===== src/sv/smru_pkg.sv =====
// ----------------------------------------------------------------------------
// smru_pkg
// Types and constants shared by the short masked run unmasking filter.
// ----------------------------------------------------------------------------
package smru_pkg;

	// Bytes at or above this code count as masked.
	localparam logic [7:0] MASKED_FROM = 8'h61;
	localparam logic [7:0] LOWER_LAST  = 8'h7a;
	localparam logic [7:0] CASE_OFFSET = 8'h20;

	localparam int unsigned COUNT_W = 16;

	localparam logic [1:0] VERDICT_KEPT      = 2'd0;
	localparam logic [1:0] VERDICT_SHORT     = 2'd1;
	localparam logic [1:0] VERDICT_UNMASKED  = 2'd2;

	typedef struct packed {
		logic [7:0] base;
		logic [7:0] quality;
		logic       last_of_read;
	} item_t;

	typedef struct packed {
		logic [7:0] base_out;
		logic [8:0] quality_out;
		logic       last_of_burst;
		logic       end_of_read;
		logic [1:0] verdict;
	} result_t;

	typedef enum logic [1:0] {
		S_IDLE,
		S_READ,
		S_SEND_MEM,
		S_SEND_DIRECT
	} state_t;

	function automatic logic [7:0] to_upper(input logic [7:0] b);
		if (b >= MASKED_FROM && b <= LOWER_LAST) begin
			return b - CASE_OFFSET;
		end
		return b;
	endfunction

endpackage


===== src/sv/smru_ram.sv =====
// ----------------------------------------------------------------------------
// smru_ram
// Generic single write port, single read port RAM with registered read data.
// ----------------------------------------------------------------------------
module smru_ram #(
	parameter int unsigned WIDTH = 16,
	parameter int unsigned DEPTH = 40
) (
	input  logic                     clk,
	input  logic                     we,
	input  logic [$clog2(DEPTH)-1:0] waddr,
	input  logic [WIDTH-1:0]         wdata,
	input  logic                     re,
	input  logic [$clog2(DEPTH)-1:0] raddr,
	output logic [WIDTH-1:0]         rdata
);

	logic [WIDTH-1:0] mem_q [DEPTH];

	always_ff @(posedge clk) begin
		if (we) begin
			mem_q[waddr] <= wdata;
		end
		if (re) begin
			rdata <= mem_q[raddr];
		end
	end

endmodule


===== src/sv/short_mask_run_unmask_filter.sv =====
// ----------------------------------------------------------------------------
// short_mask_run_unmask_filter
// Turns short lowercase (masked) runs of a read to uppercase, adds one to
// every quality and gives a verdict on the last word of each read.
// ----------------------------------------------------------------------------
//
//  channel  | handshake                 | payload
//  ---------+---------------------------+------------------------
//  item     | item_valid / item_stall   | smru_pkg::item_t
//  result   | result_valid / result_stall | smru_pkg::result_t
//  cfg      | cfg_we                    | cfg_wdata (min_length)
//
// A direct base is accepted in S_IDLE and then loaded into the output
// register from S_SEND_DIRECT. A flush issues the first RAM read in S_READ;
// S_SEND_MEM then loads one pending base per cycle while the output is free,
// fetching the next entry meanwhile. item_stall holds until S_IDLE. The
// pending RAM read port sets the flush rate. Reset clears all control
// state; the RAM needs no clearing. A stalled result holds the sequencer.
// ----------------------------------------------------------------------------
module short_mask_run_unmask_filter #(
	parameter int unsigned MASK_RUN_MIN    = 40,
	parameter int unsigned MAX_READ_LENGTH = 65535
) (
	input  logic               clk,
	input  logic               arst_n,
	input  logic               item_valid,
	output logic               item_stall,
	input  smru_pkg::item_t    item,
	output logic               result_valid,
	input  logic               result_stall,
	output smru_pkg::result_t  result,
	input  logic               cfg_we,
	input  logic [15:0]        cfg_wdata
);

	localparam int unsigned AW = $clog2(MASK_RUN_MIN);
	localparam int unsigned CW = $clog2(MASK_RUN_MIN + 1);
	localparam logic [CW-1:0] RUN_LIMIT = CW'(MASK_RUN_MIN);
	localparam logic [smru_pkg::COUNT_W-1:0] LEN_MAX =
		smru_pkg::COUNT_W'(MAX_READ_LENGTH);

	smru_pkg::state_t  state_q, state_d;
	smru_pkg::item_t   item_q;
	smru_pkg::result_t result_q, ld_res;

	logic                          result_valid_q;
	logic [15:0]                   min_length_q;
	logic [CW-1:0]                 cnt_q, idx_q, fl_n_q;
	logic                          long_q, upper_q, direct_q, last_q;
	logic [smru_pkg::COUNT_W-1:0]  read_len_q, unm_q, unm_next;

	logic          accept, out_free, ld;
	logic          masked, store, reach;
	logic [CW-1:0] cnt_inc, flush_n, idx_inc;
	logic          rd_en;
	logic [AW-1:0] rd_addr;
	logic [15:0]   rdata;
	logic [7:0]    mem_base;
	logic          fin;

	assign accept     = item_valid && (state_q == smru_pkg::S_IDLE);
	assign item_stall = (state_q != smru_pkg::S_IDLE);
	assign out_free   = !result_valid_q || !result_stall;

	// Decode of the word being accepted.
	always_comb begin
		masked  = (item.base >= smru_pkg::MASKED_FROM);
		store   = masked && !long_q;
		cnt_inc = cnt_q + CW'(1);
		reach   = store && (cnt_inc == RUN_LIMIT);
		if (!masked) begin
			flush_n = cnt_q;
		end else if (store && (reach || item.last_of_read)) begin
			flush_n = cnt_inc;
		end else begin
			flush_n = '0;
		end
	end

	// The RAM is written only on accept and read only while the sequencer is
	// busy, so a write and a read of the same entry never overlap.
	smru_ram #(
		.WIDTH(16),
		.DEPTH(MASK_RUN_MIN)
	) u_pending (
		.clk  (clk),
		.we   (accept && store),
		.waddr(cnt_q[AW-1:0]),
		.wdata({item.quality, item.base}),
		.re   (rd_en),
		.raddr(rd_addr),
		.rdata(rdata)
	);

	always_comb begin
		state_d  = state_q;
		ld       = 1'b0;
		ld_res   = '0;
		rd_en    = 1'b0;
		rd_addr  = '0;
		idx_inc  = idx_q + CW'(1);
		fin      = (idx_inc == fl_n_q);
		mem_base = upper_q ? smru_pkg::to_upper(rdata[7:0]) : rdata[7:0];
		case (state_q)
			smru_pkg::S_IDLE: begin
				if (accept) begin
					if (flush_n != '0) begin
						state_d = smru_pkg::S_READ;
					end else if (!store) begin
						state_d = smru_pkg::S_SEND_DIRECT;
					end
				end
			end
			smru_pkg::S_READ: begin
				rd_en   = 1'b1;
				rd_addr = idx_q[AW-1:0];
				state_d = smru_pkg::S_SEND_MEM;
			end
			smru_pkg::S_SEND_MEM: begin
				if (out_free) begin
					ld                   = 1'b1;
					ld_res.base_out      = mem_base;
					ld_res.quality_out   = {1'b0, rdata[15:8]} + 9'd1;
					ld_res.last_of_burst = fin && !direct_q;
					ld_res.end_of_read   = fin && !direct_q && last_q;
					if (!fin) begin
						// Fetch the next entry while this one is loaded.
						rd_en   = 1'b1;
						rd_addr = idx_inc[AW-1:0];
					end else if (direct_q) begin
						state_d = smru_pkg::S_SEND_DIRECT;
					end else begin
						state_d = smru_pkg::S_IDLE;
					end
				end
			end
			smru_pkg::S_SEND_DIRECT: begin
				if (out_free) begin
					ld                   = 1'b1;
					ld_res.base_out      = item_q.base;
					ld_res.quality_out   = {1'b0, item_q.quality} + 9'd1;
					ld_res.last_of_burst = 1'b1;
					ld_res.end_of_read   = last_q;
					state_d              = smru_pkg::S_IDLE;
				end
			end
			default: begin
				state_d = smru_pkg::S_IDLE;
			end
		endcase

		// The verdict counts the word being loaded as well.
		if (ld_res.base_out < smru_pkg::MASKED_FROM && unm_q < LEN_MAX) begin
			unm_next = unm_q + 16'd1;
		end else begin
			unm_next = unm_q;
		end
		if (ld_res.end_of_read) begin
			if (read_len_q < min_length_q) begin
				ld_res.verdict = smru_pkg::VERDICT_SHORT;
			end else if (unm_next < min_length_q) begin
				ld_res.verdict = smru_pkg::VERDICT_UNMASKED;
			end else begin
				ld_res.verdict = smru_pkg::VERDICT_KEPT;
			end
		end
	end

	always_ff @(posedge clk or negedge arst_n) begin
		if (!arst_n) begin
			state_q        <= smru_pkg::S_IDLE;
			result_valid_q <= 1'b0;
			min_length_q   <= 16'd100;
			cnt_q          <= '0;
			idx_q          <= '0;
			fl_n_q         <= '0;
			long_q         <= 1'b0;
			upper_q        <= 1'b0;
			direct_q       <= 1'b0;
			last_q         <= 1'b0;
			read_len_q     <= '0;
			unm_q          <= '0;
		end else begin
			state_q <= state_d;
			if (cfg_we) begin
				min_length_q <= cfg_wdata;
			end
			if (ld) begin
				result_valid_q <= 1'b1;
			end else if (!result_stall) begin
				result_valid_q <= 1'b0;
			end
			if (accept) begin
				idx_q    <= '0;
				fl_n_q   <= flush_n;
				upper_q  <= !reach;
				direct_q <= !store;
				last_q   <= item.last_of_read;
				if (read_len_q < LEN_MAX) begin
					read_len_q <= read_len_q + 16'd1;
				end
				if (flush_n != '0 || item.last_of_read) begin
					cnt_q <= '0;
				end else if (store) begin
					cnt_q <= cnt_inc;
				end
				if (item.last_of_read || !masked) begin
					long_q <= 1'b0;
				end else if (reach) begin
					long_q <= 1'b1;
				end
			end
			if (ld && state_q == smru_pkg::S_SEND_MEM) begin
				idx_q <= idx_inc;
			end
			if (ld) begin
				if (ld_res.end_of_read) begin
					read_len_q <= '0;
					unm_q      <= '0;
				end else begin
					unm_q <= unm_next;
				end
			end
		end
	end

	always_ff @(posedge clk) begin
		if (accept) begin
			item_q <= item;
		end
		if (ld) begin
			result_q <= ld_res;
		end
	end

	assign result_valid = result_valid_q;
	assign result       = result_q;

	a_pending_bound: assert property (@(posedge clk) disable iff (!arst_n)
		cnt_q < RUN_LIMIT)
		else $error("pending count reached the run limit while held");

	a_long_empty: assert property (@(posedge clk) disable iff (!arst_n)
		long_q |-> (cnt_q == '0))
		else $error("long run open with bases still pending");

	a_end_is_burst_end: assert property (@(posedge clk) disable iff (!arst_n)
		(result_valid_q && result_q.end_of_read) |-> result_q.last_of_burst)
		else $error("end of read on a word that does not close its burst");

	a_verdict_at_end: assert property (@(posedge clk) disable iff (!arst_n)
		(result_valid_q && !result_q.end_of_read) |->
			(result_q.verdict == smru_pkg::VERDICT_KEPT))
		else $error("verdict set on a word that does not end the read");

	a_counters_cleared: assert property (@(posedge clk) disable iff (!arst_n)
		(ld && ld_res.end_of_read) |=> (read_len_q == '0 && unm_q == '0))
		else $error("read counters not cleared after end of read");

endmodule


===== config.mk =====
export PLATFORM = sky130hd
export DESIGN_NAME = short_mask_run_unmask_filter
export DESIGN_NICKNAME = d
export VERILOG_FILES = /design/src/sv/smru_pkg.sv /design/src/sv/smru_ram.sv /design/src/sv/short_mask_run_unmask_filter.sv
export SDC_FILE = /design/constraint.sdc
export NUM_CORES = 1
export LEC_CHECK = 0
export BUFFER_PORTS_ARGS = -buffer_cell sky130_fd_sc_hd__buf_4
export CAP_MARGIN = 20
export CORE_UTILIZATION = 35
export CTS_BUF_LIST = sky130_fd_sc_hd__clkbuf_2 sky130_fd_sc_hd__clkbuf_4 sky130_fd_sc_hd__clkbuf_8
export DETAILED_ROUTE_END_ITERATION = 8
export PLACE_DENSITY = 0.52
export SLEW_MARGIN = 0
export SYNTH_ARGS = -nofsm -noshare
export SYNTH_HDL_FRONTEND = slang
export SYNTH_SLANG_ARGS = --single-unit

===== constraint.sdc =====
create_clock -name clk -period 11.45 [get_ports clk]
set_input_delay 0.5725 -clock clk [delete_from_list [all_inputs] [get_ports clk]]
set_output_delay 0.5725 -clock clk [all_outputs]
set_load 0.01 [all_outputs]

==> flow_summary.toml, run 1 <==
[yosys]
synthFlopType = "edfxtp_1"
synth-edff-count = 693
ys_seq_elements = 766
postSynth.asyncResetShare_pct = 9.53
syn-instance-count = 2702
ys_seq_area_share_pct = 69.6
synth_cell_types = 72
syn_area_per_cell_sq_um = 12.0
syn_area_sq_mm = 0.0325
yosysWarnings = 0
synth.net_count = 2783

[status]
status = "finished, final reports clean"

[drt]
ant_nets = 0
avgRoutedWirePerCell_microns = 24.2
drt-total-wl_mm = 101
via_per_inst = 5.36
drc_errors = 0
num_vias = 22308
drt_iter0_markers = 2535
drt-pass1-iter-count = 6

[global_route]
grt_pass1_vias = 21712
antenna_found_initial = 6
grt_pass1_wl_mm = 148
gr-total-overflow = 0
grt_start_max_net_pins = 160
grt_usage_pct = 21.4

[floorplan]
core_region_area_sq_mm = 0.0918
die_h_microns = 307
num_io_pins = 61
num_rows = 111
dieArea_sq_mm = 0.0941
die_w_microns = 307
start_util_pct = 35.4

[timing]
holdWs_ns = 0.0893
slew_violations = 0
fin_skew_ns = 0.0436
fin_ws_ns = 6.41
relSlewSlack_pct = 24.0
timing.fmax_mhz = 198
tns_ns = 0
hold_viol = 0
min_period_over_period_pct = 44.1
rsz0062_at_grt = "false"
min_period_ns = 5.04
worstMarginPinSlew_ns = 1.14
setup_viol_count_final = 0

[layout]
final_cell_mix = "nand2_1, edfxtp_1, nand3_1"
nets = 2901
post-route-util_pct = 40.4
final_common_cell = "nand2_1"
final_design_area_no_fill_sq_mm = 0.0371
drive_gt1_share_pct = 12.5
instances_no_fill = 4164
synthToLayoutAreaGrowth_pct = 14.1

[place]
dp_hpwl_mm = 59.4
port-buffer-count = 60
dpl-instance-area_sq_mm = 0.0343
gp_congestion = 0.887
place_ws_ns = 6.44
place_inst = 3907

[cts]
cts_tree = "done"
ctsResizeCount = 0
clkTransAtPathRegs_ns = 0.06
cts_buffers = 136
root_buffer = "clkbuf_8"
cts_max_level = 4
clk_latency_ns = 0.80
clock-sinks = 766
cts_max_path_buffers = 3

[pwr]
p_leak_nw = 13.4
vdd_ir_drop_max_mv = 0.205
powerDensity_mw_per_mm2 = 210
fin_total_pwr_mw = 7.79

[hold_path]
min_to = "last_q$_DFFE_PN0P_"
hold_path_depth = 3
min-delay-start = "item[0]"
worstHoldPathType = "input port to register"

[critical_path]
crit_type = "register to register"
arrival_ns = 5.59
critical_path.max_fanout = 54
r2r_end = "u_pending.rdata[14]$_DFFE_PP_"
cp.required_ns = 11.99
r2r_cells = 14
timing.rr.start = "state_q[0]$_DFFE_PN0P_"
rrSetupSlack_ns = 6.41
start_kind = "register"
cp-end-kind = "register"

[run]
max_cap_viol_count = 0
-- flip-flops by register name, indices dropped and copies added, names as in the netlist --
signal,flops
fl_n_q,6
result_valid,1
u_pending.mem_q,640
state_q,2
read_len_q,16
result,21
direct_q,1
u_pending.rdata,16
item_q,16
upper_q,1
unm_q,16
cnt_q,6
idx_q,6
long_q,1
last_q,1
min_length_q,16
-- power by group --
group          leakage, nW  internal, mW  switching [mW]
combinational         4.85         0.573            1.35
clock                 1.38          1.34            1.13
sequential            7.20          3.24           0.162
-- worst max-delay path by stage --
stage                     slack, ns                         start                       endpoint
after detailed placement       6.44        state_q[0]$_DFFE_PN0P_  u_pending.rdata[14]$_DFFE_PP_
final                          6.41        state_q[0]$_DFFE_PN0P_  u_pending.rdata[14]$_DFFE_PP_
after global placement         6.56        state_q[0]$_DFFE_PN0P_  u_pending.rdata[14]$_DFFE_PP_
after global routing           6.23  u_pending.rdata[3]$_DFFE_PP_        result[1]$_SDFFCE_PP0P_
after CTS                      6.42        state_q[0]$_DFFE_PN0P_  u_pending.rdata[14]$_DFFE_PP_
after floorplan                7.37  u_pending.rdata[3]$_DFFE_PP_        result[1]$_SDFFCE_PP0P_
-- repair_timing --
action                                 4_1_cts  5_1_grt
hold buffers                                17        0
endpoints found under the hold margin       86        0
buffers inserted                             0        0
-- layout make-up --
cell class	instances	area [sq um]
repair buffers	142	1170
fillers	8714	54700
multi-input cells	1743	9020
flip-flops and latches	766	22600
clock buffers	192	2350
well taps	1243	1560
diodes	2	5.00
clock inverters	45	245
inverters	31	116
-- synthesized netlist by cell type (5+ instances only) --
master | count | share of area [%]
a211oi_1 | 7 | 0.16
a21o_1 | 15 | 0.35
a21oi_1 | 87 | 1.3
a22oi_1 | 6 | 0.14
a311oi_1 | 6 | 0.16
a31oi_1 | 9 | 0.17
and2_1 | 11 | 0.21
and3_1 | 38 | 0.73
and4_1 | 5 | 0.13
buf_1 | 6 | 0.069
buf_2 | 45 | 0.69
buf_4 | 11 | 0.25
buf_6 | 8 | 0.28
clkbuf_1 | 92 | 1.1
dfrtp_1 | 70 | 5.4
edfxtp_1 | 693 | 64
ha_1 | 43 | 1.7
inv_1 | 30 | 0.35
mux2i_1 | 12 | 0.37
nand2_1 | 716 | 8.3
nand3_1 | 413 | 6.4
nand3b_1 | 6 | 0.14
nand4_1 | 29 | 0.56
nor2_1 | 88 | 1.0
nor2b_1 | 5 | 0.096
nor3_1 | 12 | 0.18
o21ai_0 | 65 | 1.0
o22ai_1 | 7 | 0.13
o311ai_1 | 14 | 0.38
o31ai_1 | 16 | 0.37
or3_1 | 6 | 0.12
or4_1 | 15 | 0.35
xnor2_1 | 32 | 0.86
xor2_1 | 20 | 0.54
-- worst max-delay path, cell delays in order, from the launching register on --
cell and delay [ns]:
dfrtp_1 0.42, inv_1 0.13, ha_1 0.38, a21boi_0 0.22
buf_4 0.23, nand3_1 0.20, o31a_1 0.35, o21ai_4 0.08
buf_4 0.47, buf_4 0.65, mux2i_1 0.28, mux2i_1 0.11
mux2i_1 0.43, o211ai_1 0.28, a2111o_1 0.49
-- cell families after synthesis --
kind of cell | share of synthesized area (%)
AND/OR/NAND/NOR | 18.8
flip-flops | 69.6
AO/OA/AOI/OAI | 5.33
buffers and inverters | 2.71
XOR/XNOR | 1.40
adder cells (fa/ha/maj) | 1.65
multiplexers | 0.439
-- per-layer routing --
layer  vias to the layer above  wire length [microns]  global-route usage [%]  part of all wire (%)
met5                         -                     25                       0                 0.025
li1                      10029                      -                       -                     -
met1                     11140                  43000                    29.3                    43
met2                       957                  46500                    33.3                    46
met3                       178                   8840                    5.14                   8.8
met4                         4                   2430                    6.73                   2.4
No activity file was read; power rests on OpenSTA's default activity.
==> inputs of run 2 (changes only) <==
Clock period 11.45 ns to 5.2 ns, I/O delays scaled along.
==> flow_summary.toml, run 2 (synthesized netlist as in run 1, its figures left out) <==
[place]
dp_hpwl_mm = 57.0
gp_congestion = 0.880
place_inst = 3936
port-buffer-count = 60
place_ws_ns = 0.501

[layout]
synthToLayoutAreaGrowth_pct = 17.1
regMostFlops = "u_pending.mem_q"
final_common_cell = "nand2_1"
nets = 2975
final_cell_mix = "nand2_1, edfxtp_1, nand3_1"
fillers = 8597
largest_register_ffs = 640
instances_no_fill = 4245
drive_gt1_share_pct = 13.3
post-route-util_pct = 41.5

[timing]
worstMarginPinSlew_ns = 1.03
min_period_over_period_pct = 92.0
relSlewSlack_pct = 30.6
rsz0062_at_grt = "false"
tns_ns = 0
fin_ws_ns = 0.418
slew_violations = 0
min_period_ns = 4.78
fin_skew_ns = 0.0498
timing.fmax_mhz = 209
setup_viol_count_final = 0
hold_viol = 0

[critical_path]
cp-end-kind = "register"
arrival_ns = 5.42
rrSetupSlack_ns = 0.42
slowest_delay_ns = 0.87
cp.required_ns = 5.84
path_cells = "inv_1, ha_1, a21boi_0, buf_4, nand3_1, o21ai_4, buf_12, buf_4, nand2_1, nand3_1, a21oi_1, o311ai_1, or4_1"
crit_type = "register to register"
critical_path.max_fanout = 69
cp_slowest_cell = "o311ai_1"
start_kind = "register"

[cts]
clk_latency_ns = 0.81
clkTransAtPathRegs_ns = 0.07
root_buffer = "clkbuf_8"
cts_max_level = 4
cts_tree = "done"
cts_max_path_buffers = 3
ctsResizeCount = 0
cts_buffers = 135
clock-sinks = 766

[floorplan]
start_util_pct = 35.4
num_rows = 111
dieArea_sq_mm = 0.0941
core_region_area_sq_mm = 0.0918
die_w_microns = 307
die_h_microns = 307
num_io_pins = 61

[drt]
drt-total-wl_mm = 95.7
drt_iter0_markers = 2417
via_per_inst = 5.26
drt-pass1-iter-count = 5
drc_errors = 0
ant_nets = 0
avgRoutedWirePerCell_microns = 22.6
num_vias = 22341

[pwr]
vdd_ir_drop_max_mv = 0.373
p_leak_nw = 13.9
powerDensity_mw_per_mm2 = 461

[global_route]
grt_pass1_vias = 21961
gr-total-overflow = 0
grt_pass1_wl_mm = 141
antenna_found_initial = 2
grt_start_max_net_pins = 107
grt_usage_pct = 20.3

[run]
max_cap_viol_count = 0

[hold_path]
worstHoldPathType = "input port to register"

[status]
status = "finished, final reports clean"
## run 2: report_power, final
part	total [mW]	switching [mW]	leakage [nW]	internal [mW]
clock	5.74	2.55	1.47	3.19
sequential	7.39	0.258	7.20	7.13
combinational	4.40	3.01	5.20	1.39
total	17.5	5.82	13.9	11.7
## run 2: routing by layer
metal  track usage, %  part of all wire [%]
met3             3.91                   7.1
met5                0                     0
met4             6.62                   2.2
met2             31.9                    46
met1             28.3                    45
## run 2: final cells by class
| class | instances | area (sq um) | share of cell area (%) |
|---|---|---|---|
| flip-flops and latches | 766 | 22600 | 59.5 |
| multi-input cells | 1743 | 9020 | 23.7 |
| repair buffers | 217 | 1940 | 5.09 |
| diodes | 3 | 7.51 | 0.0197 |
| well taps | 1243 | 1560 | 4.09 |
| inverters | 31 | 116 | 0.306 |
| clock buffers | 188 | 2290 | 6.03 |
| clock inverters | 54 | 489 | 1.29 |
## run 2: final timing paths
kind / start / end / cells after the start
setup / recovery: state_q[0]$_DFFE_PN0P_ / u_pending.rdata[4]$_DFFE_PP_ / 13
hold / removal: item_valid / fl_n_q[2]$_DFFE_PN0P_ / 5
setup reg to reg: state_q[0]$_DFFE_PN0P_ / u_pending.rdata[4]$_DFFE_PP_ / 13
hold reg to reg: fl_n_q[4]$_DFFE_PN0P_ / fl_n_q[4]$_DFFE_PN0P_ / 2
max in group asynchronous: arst_n / idx_q[0]$_DFFE_PN0P_ / 4
min in group asynchronous: arst_n / read_len_q[4]$_DFF_PN0_ / 3
## run 2: worst max-delay path: cells and delay by family, from the launching register on
kind                       cells  cell delay (ns)
AOI/OAI and AO/OA              4             2.10
and+or+nand+nor                4             0.63
adders and majority gates      1             0.39
buffers and inverters          4             1.04
DFF                            1             0.41
## run 2: timing repair
item / 4_1_cts / 5_1_grt
endpoints found under the hold margin: 461 / 26
hold buffers: 61 / 1
buffers inserted: 0 / 0
## run 2: metrics by stage
stage	area, sq um	hold WS (ns)	power [mW]
6_report	38100	0.0795	17.5
5_1_grt	38100	0.0779	18.4
4_1_cts	38000	0.0141	17.7
3_5_place_dp	34600	0.466	11.9
3_3_place_gp	34600	0.461	11.8
2_1_floorplan	32500	-0.0356	10.2
